**src/sv/nwcs_pkg.sv**
```systemverilog
// Shared types and constants for the normalized weighted criteria scorer.
package nwcs_pkg;
    localparam int NCRIT = 8;
    localparam int CW = 32;
    localparam int SW = 56;
    localparam logic [63:0] WEIGHTS_A_RESET = 64'h0333026603330333;
    localparam logic [63:0] WEIGHTS_B_RESET = 64'h000000CD019A019A;
    localparam logic [31:0] MIN_RANGE = 32'd65;
    localparam logic [16:0] ONE_Q16 = 17'h10000;
    localparam logic [7:0] LOWER_BETTER = 8'b1100_0111;
    localparam int QW = 17;
    localparam logic [1:0] REG_WA = 2'd0;
    localparam logic [1:0] REG_WB = 2'd1;
    localparam logic [1:0] REG_NE = 2'd2;

    typedef enum logic [2:0] {
        ST_IDLE, ST_LOAD, ST_DIV, ST_MAC, ST_NEXT, ST_OUT
    } t_state;

    typedef struct packed {
        logic load;
        logic start;
        logic div_step;
        logic mac;
        logic next;
        logic clear;
    } t_cmd;

    typedef struct packed {
        logic div_done;
        logic last;
    } t_status;
endpackage

```
**src/sv/nwcs_ctrl.sv**
```systemverilog
// Sequencer that steps the datapath through the eight criteria of one item.
module nwcs_ctrl import nwcs_pkg::*; (
    input  logic    i_clk,
    input  logic    i_rst_n,
    input  logic    i_valid,
    input  logic    i_out_stall,
    input  t_status i_status,
    output logic    o_stall,
    output logic    o_valid,
    output t_cmd    o_cmd
);
    t_state r_state, n_state;

    always_ff @(posedge i_clk) begin
        if (!i_rst_n) begin
            r_state <= ST_IDLE;
        end else begin
            r_state <= n_state;
        end
    end

    always_comb begin
        n_state = r_state;
        o_cmd   = '0;
        o_stall = 1'b1;
        o_valid = 1'b0;
        case (r_state)
            ST_IDLE: begin
                o_stall = 1'b0;
                if (i_valid) begin
                    o_cmd.load = 1'b1;
                    n_state    = ST_LOAD;
                end
            end
            ST_LOAD: begin
                o_cmd.start = 1'b1;
                n_state     = ST_DIV;
            end
            ST_DIV: begin
                o_cmd.div_step = 1'b1;
                if (i_status.div_done) begin
                    o_cmd.div_step = 1'b0;
                    n_state        = ST_MAC;
                end
            end
            ST_MAC: begin
                o_cmd.mac = 1'b1;
                n_state   = ST_NEXT;
            end
            ST_NEXT: begin
                if (i_status.last) begin
                    n_state = ST_OUT;
                end else begin
                    o_cmd.next = 1'b1;
                    n_state    = ST_LOAD;
                end
            end
            ST_OUT: begin
                o_valid = 1'b1;
                if (!i_out_stall) begin
                    n_state = ST_IDLE;
                end
            end
            default: n_state = ST_IDLE;
        endcase
    end
endmodule

```
**src/sv/nwcs_dp.sv**
```systemverilog
// Bounds, serial divider and multiply-accumulate datapath.
module nwcs_dp import nwcs_pkg::*; (
    input  logic                   i_clk,
    input  logic                   i_rst_n,
    input  t_cmd                   i_cmd,
    input  logic [NCRIT*CW-1:0]    i_raw,
    input  logic [63:0]            i_wa,
    input  logic [63:0]            i_wb,
    input  logic                   i_ne,
    output t_status                o_status,
    output logic [NCRIT*CW-1:0]    o_norm,
    output logic signed [SW-1:0]   o_score
);
    logic [CW-1:0] r_min [NCRIT];
    logic [CW-1:0] r_max [NCRIT];
    logic [CW-1:0] r_raw [NCRIT];
    logic [CW-1:0] r_norm [NCRIT];
    logic [2:0]    r_k;
    logic [CW-1:0] r_rng;
    logic [CW-1:0] r_diff;
    logic          r_use;
    logic [48:0]   r_rem;
    logic [QW-1:0] r_q;
    logic [4:0]    r_cnt;
    logic signed [SW-1:0] r_acc;

    logic [CW-1:0] cur, new_lo, new_hi;
    logic [CW-1:0] v;
    logic signed [33:0] adj;
    logic signed [15:0] w;
    logic signed [49:0] prod;
    logic [63:0]  wsel;

    assign cur    = r_raw[r_k];
    assign new_lo = (cur < r_min[r_k]) ? cur : r_min[r_k];
    assign new_hi = (cur > r_max[r_k]) ? cur : r_max[r_k];
    assign o_status.div_done = (r_cnt == 5'd17) || !r_use;
    assign o_status.last     = (r_k == 3'(NCRIT-1));
    assign wsel = r_k[2] ? i_wb : i_wa;
    assign w    = wsel[{r_k[1:0], 4'd0} +: 16];
    assign prod = adj * w;

    always_comb begin
        if (!r_use) begin
            v = cur;
        end else if (r_q > ONE_Q16) begin
            v = CW'(ONE_Q16);
        end else begin
            v = CW'(r_q);
        end
        if (LOWER_BETTER[r_k]) begin
            adj = 34'sd65536 - $signed({2'b00, v});
        end else begin
            adj = $signed({2'b00, v});
        end
    end

    // Restoring division of (diff << 16) by range, one quotient bit per cycle.
    logic [48:0] sh;
    logic        nb;
    always_comb begin
        nb = (r_cnt == 5'd0) ? r_diff[0] : 1'b0;
        sh = {r_rem[47:0], nb};
    end

    always_ff @(posedge i_clk) begin
        if (!i_rst_n) begin
            for (int i = 0; i < NCRIT; i++) begin
                r_min[i] <= '1;
                r_max[i] <= '0;
            end
            r_k <= '0;
        end else begin
            if (i_cmd.load) begin
                r_k <= '0;
            end
            if (i_cmd.start) begin
                r_min[r_k] <= new_lo;
                r_max[r_k] <= new_hi;
            end
            if (i_cmd.next) begin
                r_k <= r_k + 3'd1;
            end
        end
    end

    always_ff @(posedge i_clk) begin
        if (i_cmd.load) begin
            for (int i = 0; i < NCRIT; i++) begin
                r_raw[i] <= i_raw[i*CW +: CW];
            end
            r_acc <= '0;
        end
        if (i_cmd.start) begin
            r_rng  <= new_hi - new_lo;
            r_use  <= i_ne && ((new_hi - new_lo) > MIN_RANGE);
            r_rem  <= 49'(cur - new_lo) >> 1;
            r_diff <= cur - new_lo;
            r_q    <= '0;
            r_cnt  <= '0;
        end
        if (i_cmd.div_step) begin
            if (sh >= {17'd0, r_rng}) begin
                r_rem <= sh - {17'd0, r_rng};
                r_q   <= {r_q[QW-2:0], 1'b1};
            end else begin
                r_rem <= sh;
                r_q   <= {r_q[QW-2:0], 1'b0};
            end
            r_cnt <= r_cnt + 5'd1;
        end
        if (i_cmd.mac) begin
            r_norm[r_k] <= v;
            r_acc <= r_acc + SW'(prod);
        end
    end

    always_comb begin
        for (int i = 0; i < NCRIT; i++) begin
            o_norm[i*CW +: CW] = r_norm[i];
        end
    end
    assign o_score = r_acc;
endmodule

```
**src/sv/normalized_weighted_criteria_scorer.sv**
```systemverilog
// Top level of the normalized weighted criteria scorer.
//  Channel | Signals                      | Direction
//  in      | i_valid, o_stall, i_raw_*    | transfer in
//  out     | o_valid, i_stall, o_norm_*   | transfer out
//  cfg     | i_cfg_we, i_cfg_idx, i_cfg_data | write only
// From its input transfer to its result, an item passes per criterion through a load state,
// the divider state (17 quotient steps, then done), an accumulate state and an advance state,
// all criteria sharing the one serial divider. Without normalization no quotient step is taken.
// Reset is synchronous and restores the weights and bounds.
// The result is held while the output is stalled; no item is taken meanwhile.
module normalized_weighted_criteria_scorer import nwcs_pkg::*; (
    input  logic        i_clk,
    input  logic        i_rst_n,
    input  logic        i_valid,
    output logic        o_stall,
    input  logic [31:0] i_raw_distance,
    input  logic [31:0] i_raw_time,
    input  logic [31:0] i_raw_energy,
    input  logic [31:0] i_raw_safety,
    input  logic [31:0] i_raw_comfort,
    input  logic [31:0] i_raw_reliability,
    input  logic [31:0] i_raw_environmental,
    input  logic [31:0] i_raw_monetary,
    output logic        o_valid,
    input  logic        i_stall,
    output logic [31:0] o_norm_distance,
    output logic [31:0] o_norm_time,
    output logic [31:0] o_norm_energy,
    output logic [31:0] o_norm_safety,
    output logic [31:0] o_norm_comfort,
    output logic [31:0] o_norm_reliability,
    output logic [31:0] o_norm_environmental,
    output logic [31:0] o_norm_monetary,
    output logic signed [55:0] o_weighted_score,
    input  logic        i_cfg_we,
    input  logic [1:0]  i_cfg_idx,
    input  logic [63:0] i_cfg_data
);
    logic [63:0] r_wa, r_wb;
    logic        r_ne;
    t_cmd        cmd;
    t_status     st;
    logic [NCRIT*CW-1:0] norm;

    always_ff @(posedge i_clk) begin
        if (!i_rst_n) begin
            r_wa <= WEIGHTS_A_RESET;
            r_wb <= WEIGHTS_B_RESET;
            r_ne <= 1'b1;
        end else if (i_cfg_we) begin
            case (i_cfg_idx)
                REG_WA: r_wa <= i_cfg_data;
                REG_WB: r_wb <= i_cfg_data;
                REG_NE: r_ne <= i_cfg_data[0];
                default: ;
            endcase
        end
    end

    nwcs_ctrl u_ctrl (
        .i_clk, .i_rst_n, .i_valid, .i_out_stall(i_stall), .i_status(st),
        .o_stall, .o_valid, .o_cmd(cmd)
    );

    nwcs_dp u_dp (
        .i_clk, .i_rst_n, .i_cmd(cmd),
        .i_raw({i_raw_monetary, i_raw_environmental, i_raw_reliability, i_raw_comfort,
                i_raw_safety, i_raw_energy, i_raw_time, i_raw_distance}),
        .i_wa(r_wa), .i_wb(r_wb), .i_ne(r_ne),
        .o_status(st), .o_norm(norm), .o_score(o_weighted_score)
    );

    assign {o_norm_monetary, o_norm_environmental, o_norm_reliability, o_norm_comfort,
            o_norm_safety, o_norm_energy, o_norm_time, o_norm_distance} = norm;
endmodule

```
**config.mk**
```make
export PLATFORM = sky130hd
export DESIGN_NAME = normalized_weighted_criteria_scorer
export DESIGN_NICKNAME = d
export VERILOG_FILES = /design/src/sv/nwcs_pkg.sv /design/src/sv/nwcs_ctrl.sv /design/src/sv/nwcs_dp.sv /design/src/sv/normalized_weighted_criteria_scorer.sv
export SDC_FILE = /design/constraint.sdc
export NUM_CORES = 2
export LEC_CHECK = 0
export BUFFER_PORTS_ARGS = -buffer_cell sky130_fd_sc_hd__buf_2
export CAP_MARGIN = 10
export CORE_MARGIN = 2
export CORE_UTILIZATION = 40
export CTS_BUF_LIST = sky130_fd_sc_hd__clkbuf_16
export DETAILED_ROUTE_END_ITERATION = 7
export PLACE_DENSITY = 0.61
export SLEW_MARGIN = 20
export SYNTH_ARGS = -nofsm -noshare
export SYNTH_HDL_FRONTEND = slang
export SYNTH_HIERARCHICAL = 1
export SYNTH_SLANG_ARGS = --single-unit
```
**constraint.sdc**
```tcl
create_clock -name i_clk -period 20.7 [get_ports i_clk]
set_clock_uncertainty 0.05 [all_clocks]
set_input_delay 4.14 -clock i_clk [delete_from_list [all_inputs] [get_ports i_clk]]
set_output_delay 4.14 -clock i_clk [all_outputs]
set_load 0.005 [all_outputs]
```
* Word-level counts from Yosys, hierarchy flattened
Memory sizes are Yosys's and may differ from the RTL's. A register that Yosys moved wholly into a read port is not among the register bits.
Index checks and enable logic that the tools add are counted.
** Cells by class
- Add/sub/neg operators :: 8
- Multipliers :: 1
- Divide/modulo/power cells :: 0
- $lt $le $gt $ge :: 6
- Equality and inequality tests :: 12
- Shift operators :: 1
- Mux-type cells :: 57
- Bitwise operators :: 0
- Reductions and logical operators :: 15
** Operator list (number)
- 32-bit 2-to-1 mux :: 5
- 48-bit 2-to-1 mux :: 3
- 56-bit 2-to-1 mux :: 2
- 64-bit 2-to-1 mux :: 1
- 32-bit OR reduction :: 2
- 64-bit by 7-bit indexed part select with 16-bit output :: 1
- 56-bit by 50-bit adder with 56-bit output :: 1
- 17-bit 2-to-1 mux :: 3
- 34-bit by 16-bit multiplier with 50-bit output :: 1
- 49-bit by 32-bit >= comparator with 1-bit output :: 1
- 3-bit 2-to-1 mux :: 16
- 48-bit by 32-bit subtractor with 48-bit output :: 1
- 34-bit 2-to-1 mux :: 1
- 17-bit by 32-bit subtractor with 33-bit output (first input constant) :: 1
- 32-bit by 32-bit subtractor with 33-bit output :: 1
- 32-bit > comparator :: 1
- 32-bit by 7-bit > comparator with 1-bit output (second input constant) :: 1
- 32-bit less-than comparator :: 1
- 32-bit subtractor :: 1
- 1-bit 2-to-1 mux :: 23
- 3-bit one-hot mux with 6 select lines :: 1
- 17-bit > comparator (second input constant) :: 1
- 5-bit 2-to-1 mux :: 2
- 3-bit equality test (second input constant) :: 3
- other kinds (19) :: 26
** Word-level totals
- Bits in registers :: 295
- Bits in latches :: 0
- Bits in writable memories :: 1024
- ROM bits :: 8
- Input bits :: 327
- Output and inout bits :: 314
- Word-level logic and storage cells :: 117
- Memories :: 5
** Memory list
- u_dp.r_max :: depth 8, width 32, read ports 1, clocked after Yosys merged registers in 1, wr ports 8, RTL line nwcs_dp.sv:15 : logic [CW-1:0] r_max [NCRIT];
- u_dp.r_min :: depth 8, width 32, read ports 1, clocked after Yosys merged registers in 1, wr ports 8, RTL line nwcs_dp.sv:14 : logic [CW-1:0] r_min [NCRIT];
- u_dp.r_norm :: depth 8, width 32, read ports 8, clocked after Yosys merged registers in 0, wr ports 1, RTL line nwcs_dp.sv:17 : logic [CW-1:0] r_norm [NCRIT];
- u_dp.r_raw :: depth 8, width 32, read ports 1, clocked after Yosys merged registers in 1, wr ports 8, RTL line nwcs_dp.sv:16 : logic [CW-1:0] r_raw [NCRIT];
- (name not given) :: depth 8, width 1, read ports 1, clocked after Yosys merged registers in 1, wr ports 0, RTL line nwcs_dp.sv:51 : if (LOWER_BETTER[r_k]) begin

* Logic depth before layout (Yosys ltp)
- Word-level depth :: 8
- Gate-level depth with buffers :: 41
- Depth with buffers taken out :: 39

* Modules after synthesis
The synthesis kept the hierarchy.
** Modules (own cells, without submodules)
- nwcs_dp :: instances 1, cells an instance 6055, area an instance 75164.6 µm², sequential area each 35694.2 µm²
- normalized_weighted_criteria_scorer :: instances 1, cells an instance 518, area an instance 5230.0 µm², sequential area each 2582.5 µm²
- nwcs_ctrl :: instances 1, cells an instance 26, area an instance 259.0 µm², sequential area each 60.1 µm²

* Worst setup path before layout
OpenSTA, ideal clock, no wires.
- Path type :: input-to-reg
- From :: input port i_valid
- To :: register u_dp.r_acc[0], in the netlist u_dp/o_score[0], enable pin
- Data arrival time :: 16.609 ns
- Data required time :: 20.261 ns
- Slack :: 3.652 ns
- Stages on the path :: 3
- Cell sequence :: inv_1 > nor2_1 > or2_2
** RTL lines
- start: declaration :: RTL line normalized_weighted_criteria_scorer.sv:14 : input logic i_valid,
- end signal: assignment :: RTL line nwcs_dp.sv:114 : r_acc <= r_acc + SW'(prod);
- end: declaration :: RTL line nwcs_dp.sv:25 : logic signed [SW-1:0] r_acc;

==> flow_summary.ini <==
[global_routing]
antenna_found_initial = 21
grt_pass1_vias = 55700
grt_max_degree = 181
grt_overflow = 0
grt_pass1_wl_mm = 370
track_usage = 0.244

[worst_setup_path]
cp-endpoint = u_dp/o_score[55]
ff2ff_path_depth = 35
start_kind = register
cp_slowest_stage_delay_ns = 0.78
required_ns = 21.29
arrival_ns = 13.46
critPathSlowestCell = dfxtp_4
reg2reg_slack_ns = 7.83
endpoint_kind = register
cp_max_fo = 40
r2r_end = u_dp/o_score[55]
crit_type = register to register

[clock_network]
htree_levels = 4
cts_resized = 0
cts_root_buf = clkbuf_16
cts_setup_buffers = 0
numCtsBuffers = 148
clkTransAtPathRegs_ns = 0.06
clkSinkCount = 1323
clock_latency_ns = 0.84
cts_tree = done
hold_buffers = 0
clock_path_buffers = 3

[detailed_routing]
wl_met1_mm = 104
wl_met3_mm = 20.8
drtAntennaViolNets = 0
routed.top_layer = met5
first_pass_iters = 6
vias_per_cell = 5.46
finalWirelength_mm = 254
wl_per_cell_um = 25.3
wl_met2_mm = 121
drc_errors = 0
via_count = 54700
drt_iter0_drc = 5683

[floorplanning]
die-area_mm2 = 0.205
start_util = 0.403
core_mm2 = 0.200
die_w_um = 453
die_h_um = 453
ios = 641
rows = 164

[sta]
slew_headroom = 0.179
tns_ns = 0
finalMaxSlewViolations = 0
rsz0062_at_grt = no
fin_crit_ns = 12.87
setup_viol = 0
tightest_slew_ns = 1.20
fmax_mhz = 77.7
final_hold_viol_count = 0
period_share = 0.622
holdWs_ns = 0.404

[run_status]
outcome = complete, no violations

[synthesis]
synthCells = 6597
yosys_warnings = 6
syn-num-nets = 7819
synth_area_per_cell_um2 = 12.2
synthesis.area_mm2 = 0.0806

[placed_design]
placed_area_mm2 = 0.0872
dp.cells = 9738
gp_congestion = 0.949
io_buffers = 640
dpl.hpwl_mm = 182

[hold_path]
min_path_type = register to register
holdPathStages = 2

[final_layout]
final_cells = 10000
stdcell_area_mm2 = 0.0921
synthToLayoutAreaGrowth_pct = 14.2
drive_gt1_frac = 0.181
final_nets = 8455

[run]
cap_violations = 0
## layer usage
metal | GRT usage | up-vias
li1 | - | 24000
met1 | 0.329 | 27900
met2 | 0.396 | 2361
met3 | 0.0482 | 408
met4 | 0.0821 | 8
met5 | 0 | -
## layout by cell type (no fill, tap or decap), types with 72 or more instances in the layout
cell	n
nand2_1	875
and2_1	84
buf_4	129
o21ai_0	138
fa_1	584
mux2i_1	227
buf_2	639
dfxtp_1	132
xnor2_1	114
clkbuf_16	151
ha_1	311
xor2_1	72
a21o_1	76
inv_1	820
nor2_1	590
mux4_2	224
a21oi_1	162
edfxtp_1	1184
nor2b_1	78
## flip-flops by register name, indices dropped and copies added (netlist names), named ones only
register,count
u_dp/r_max,256
u_dp/r_norm,256
u_dp/r_min,256
u_dp/r_q,17
u_dp/r_diff,1
u_dp/r_rng,32
u_dp/r_cnt,5
u_dp/r_rem,48
u_dp/r_k,3
u_dp/r_use,1
u_dp/r_raw,256
r_wa,64
r_ne,1
u_dp/o_score,56
u_ctrl/r_state,3
r_wb,64
## worst max-delay path: cells and delay by family, from the launching register on
kind	cells	cell delay, ns
DFF	1	0.78
and+or+nand+nor	6	2.25
buffers and inverters	9	1.76
muxes	3	0.88
xor gates and xnor gates	1	0.76
adders and majority gates	8	3.70
AOI/OAI and AO/OA	8	2.45
## final cells by class
type | count | area [µm²]
clock inverter | 123 | 1080
clock buffer | 151 | 3780
sequential | 1323 | 38400
antenna | 8 | 20.0
timing repair buffer | 773 | 4250
multi-input combinational | 4204 | 38300
tap | 2656 | 3320
fill | 18200 | 108000
inverter | 783 | 2940
## per-stage QoR
step | worst slack (ns) | utilization
2_1_floorplan | 3.65 | -
3_3_place_gp | 8.13 | 0.436
3_5_place_dp | 7.99 | 0.436
4_1_cts | 7.91 | 0.460
5_1_grt | 7.10 | 0.460
6_report | 7.83 | 0.460
## worst min-delay path by stage
stage / startpoint / endpoint / slack, ns
floorplan: r_wa[18] / r_wa[18] / 0.38
global placement: r_wa[45] / r_wa[45] / 0.39
detailed placement: r_wa[46] / r_wa[46] / 0.39
CTS: r_wb[53] / r_wb[53] / 0.41
global route: r_wb[44] / r_wb[44] / 0.42
finish: r_wa[62] / r_wa[62] / 0.40
Power is left out: the tool's default activity adds up to more than one toggle a clock period on the data nets, which glitch-free logic cannot reach.
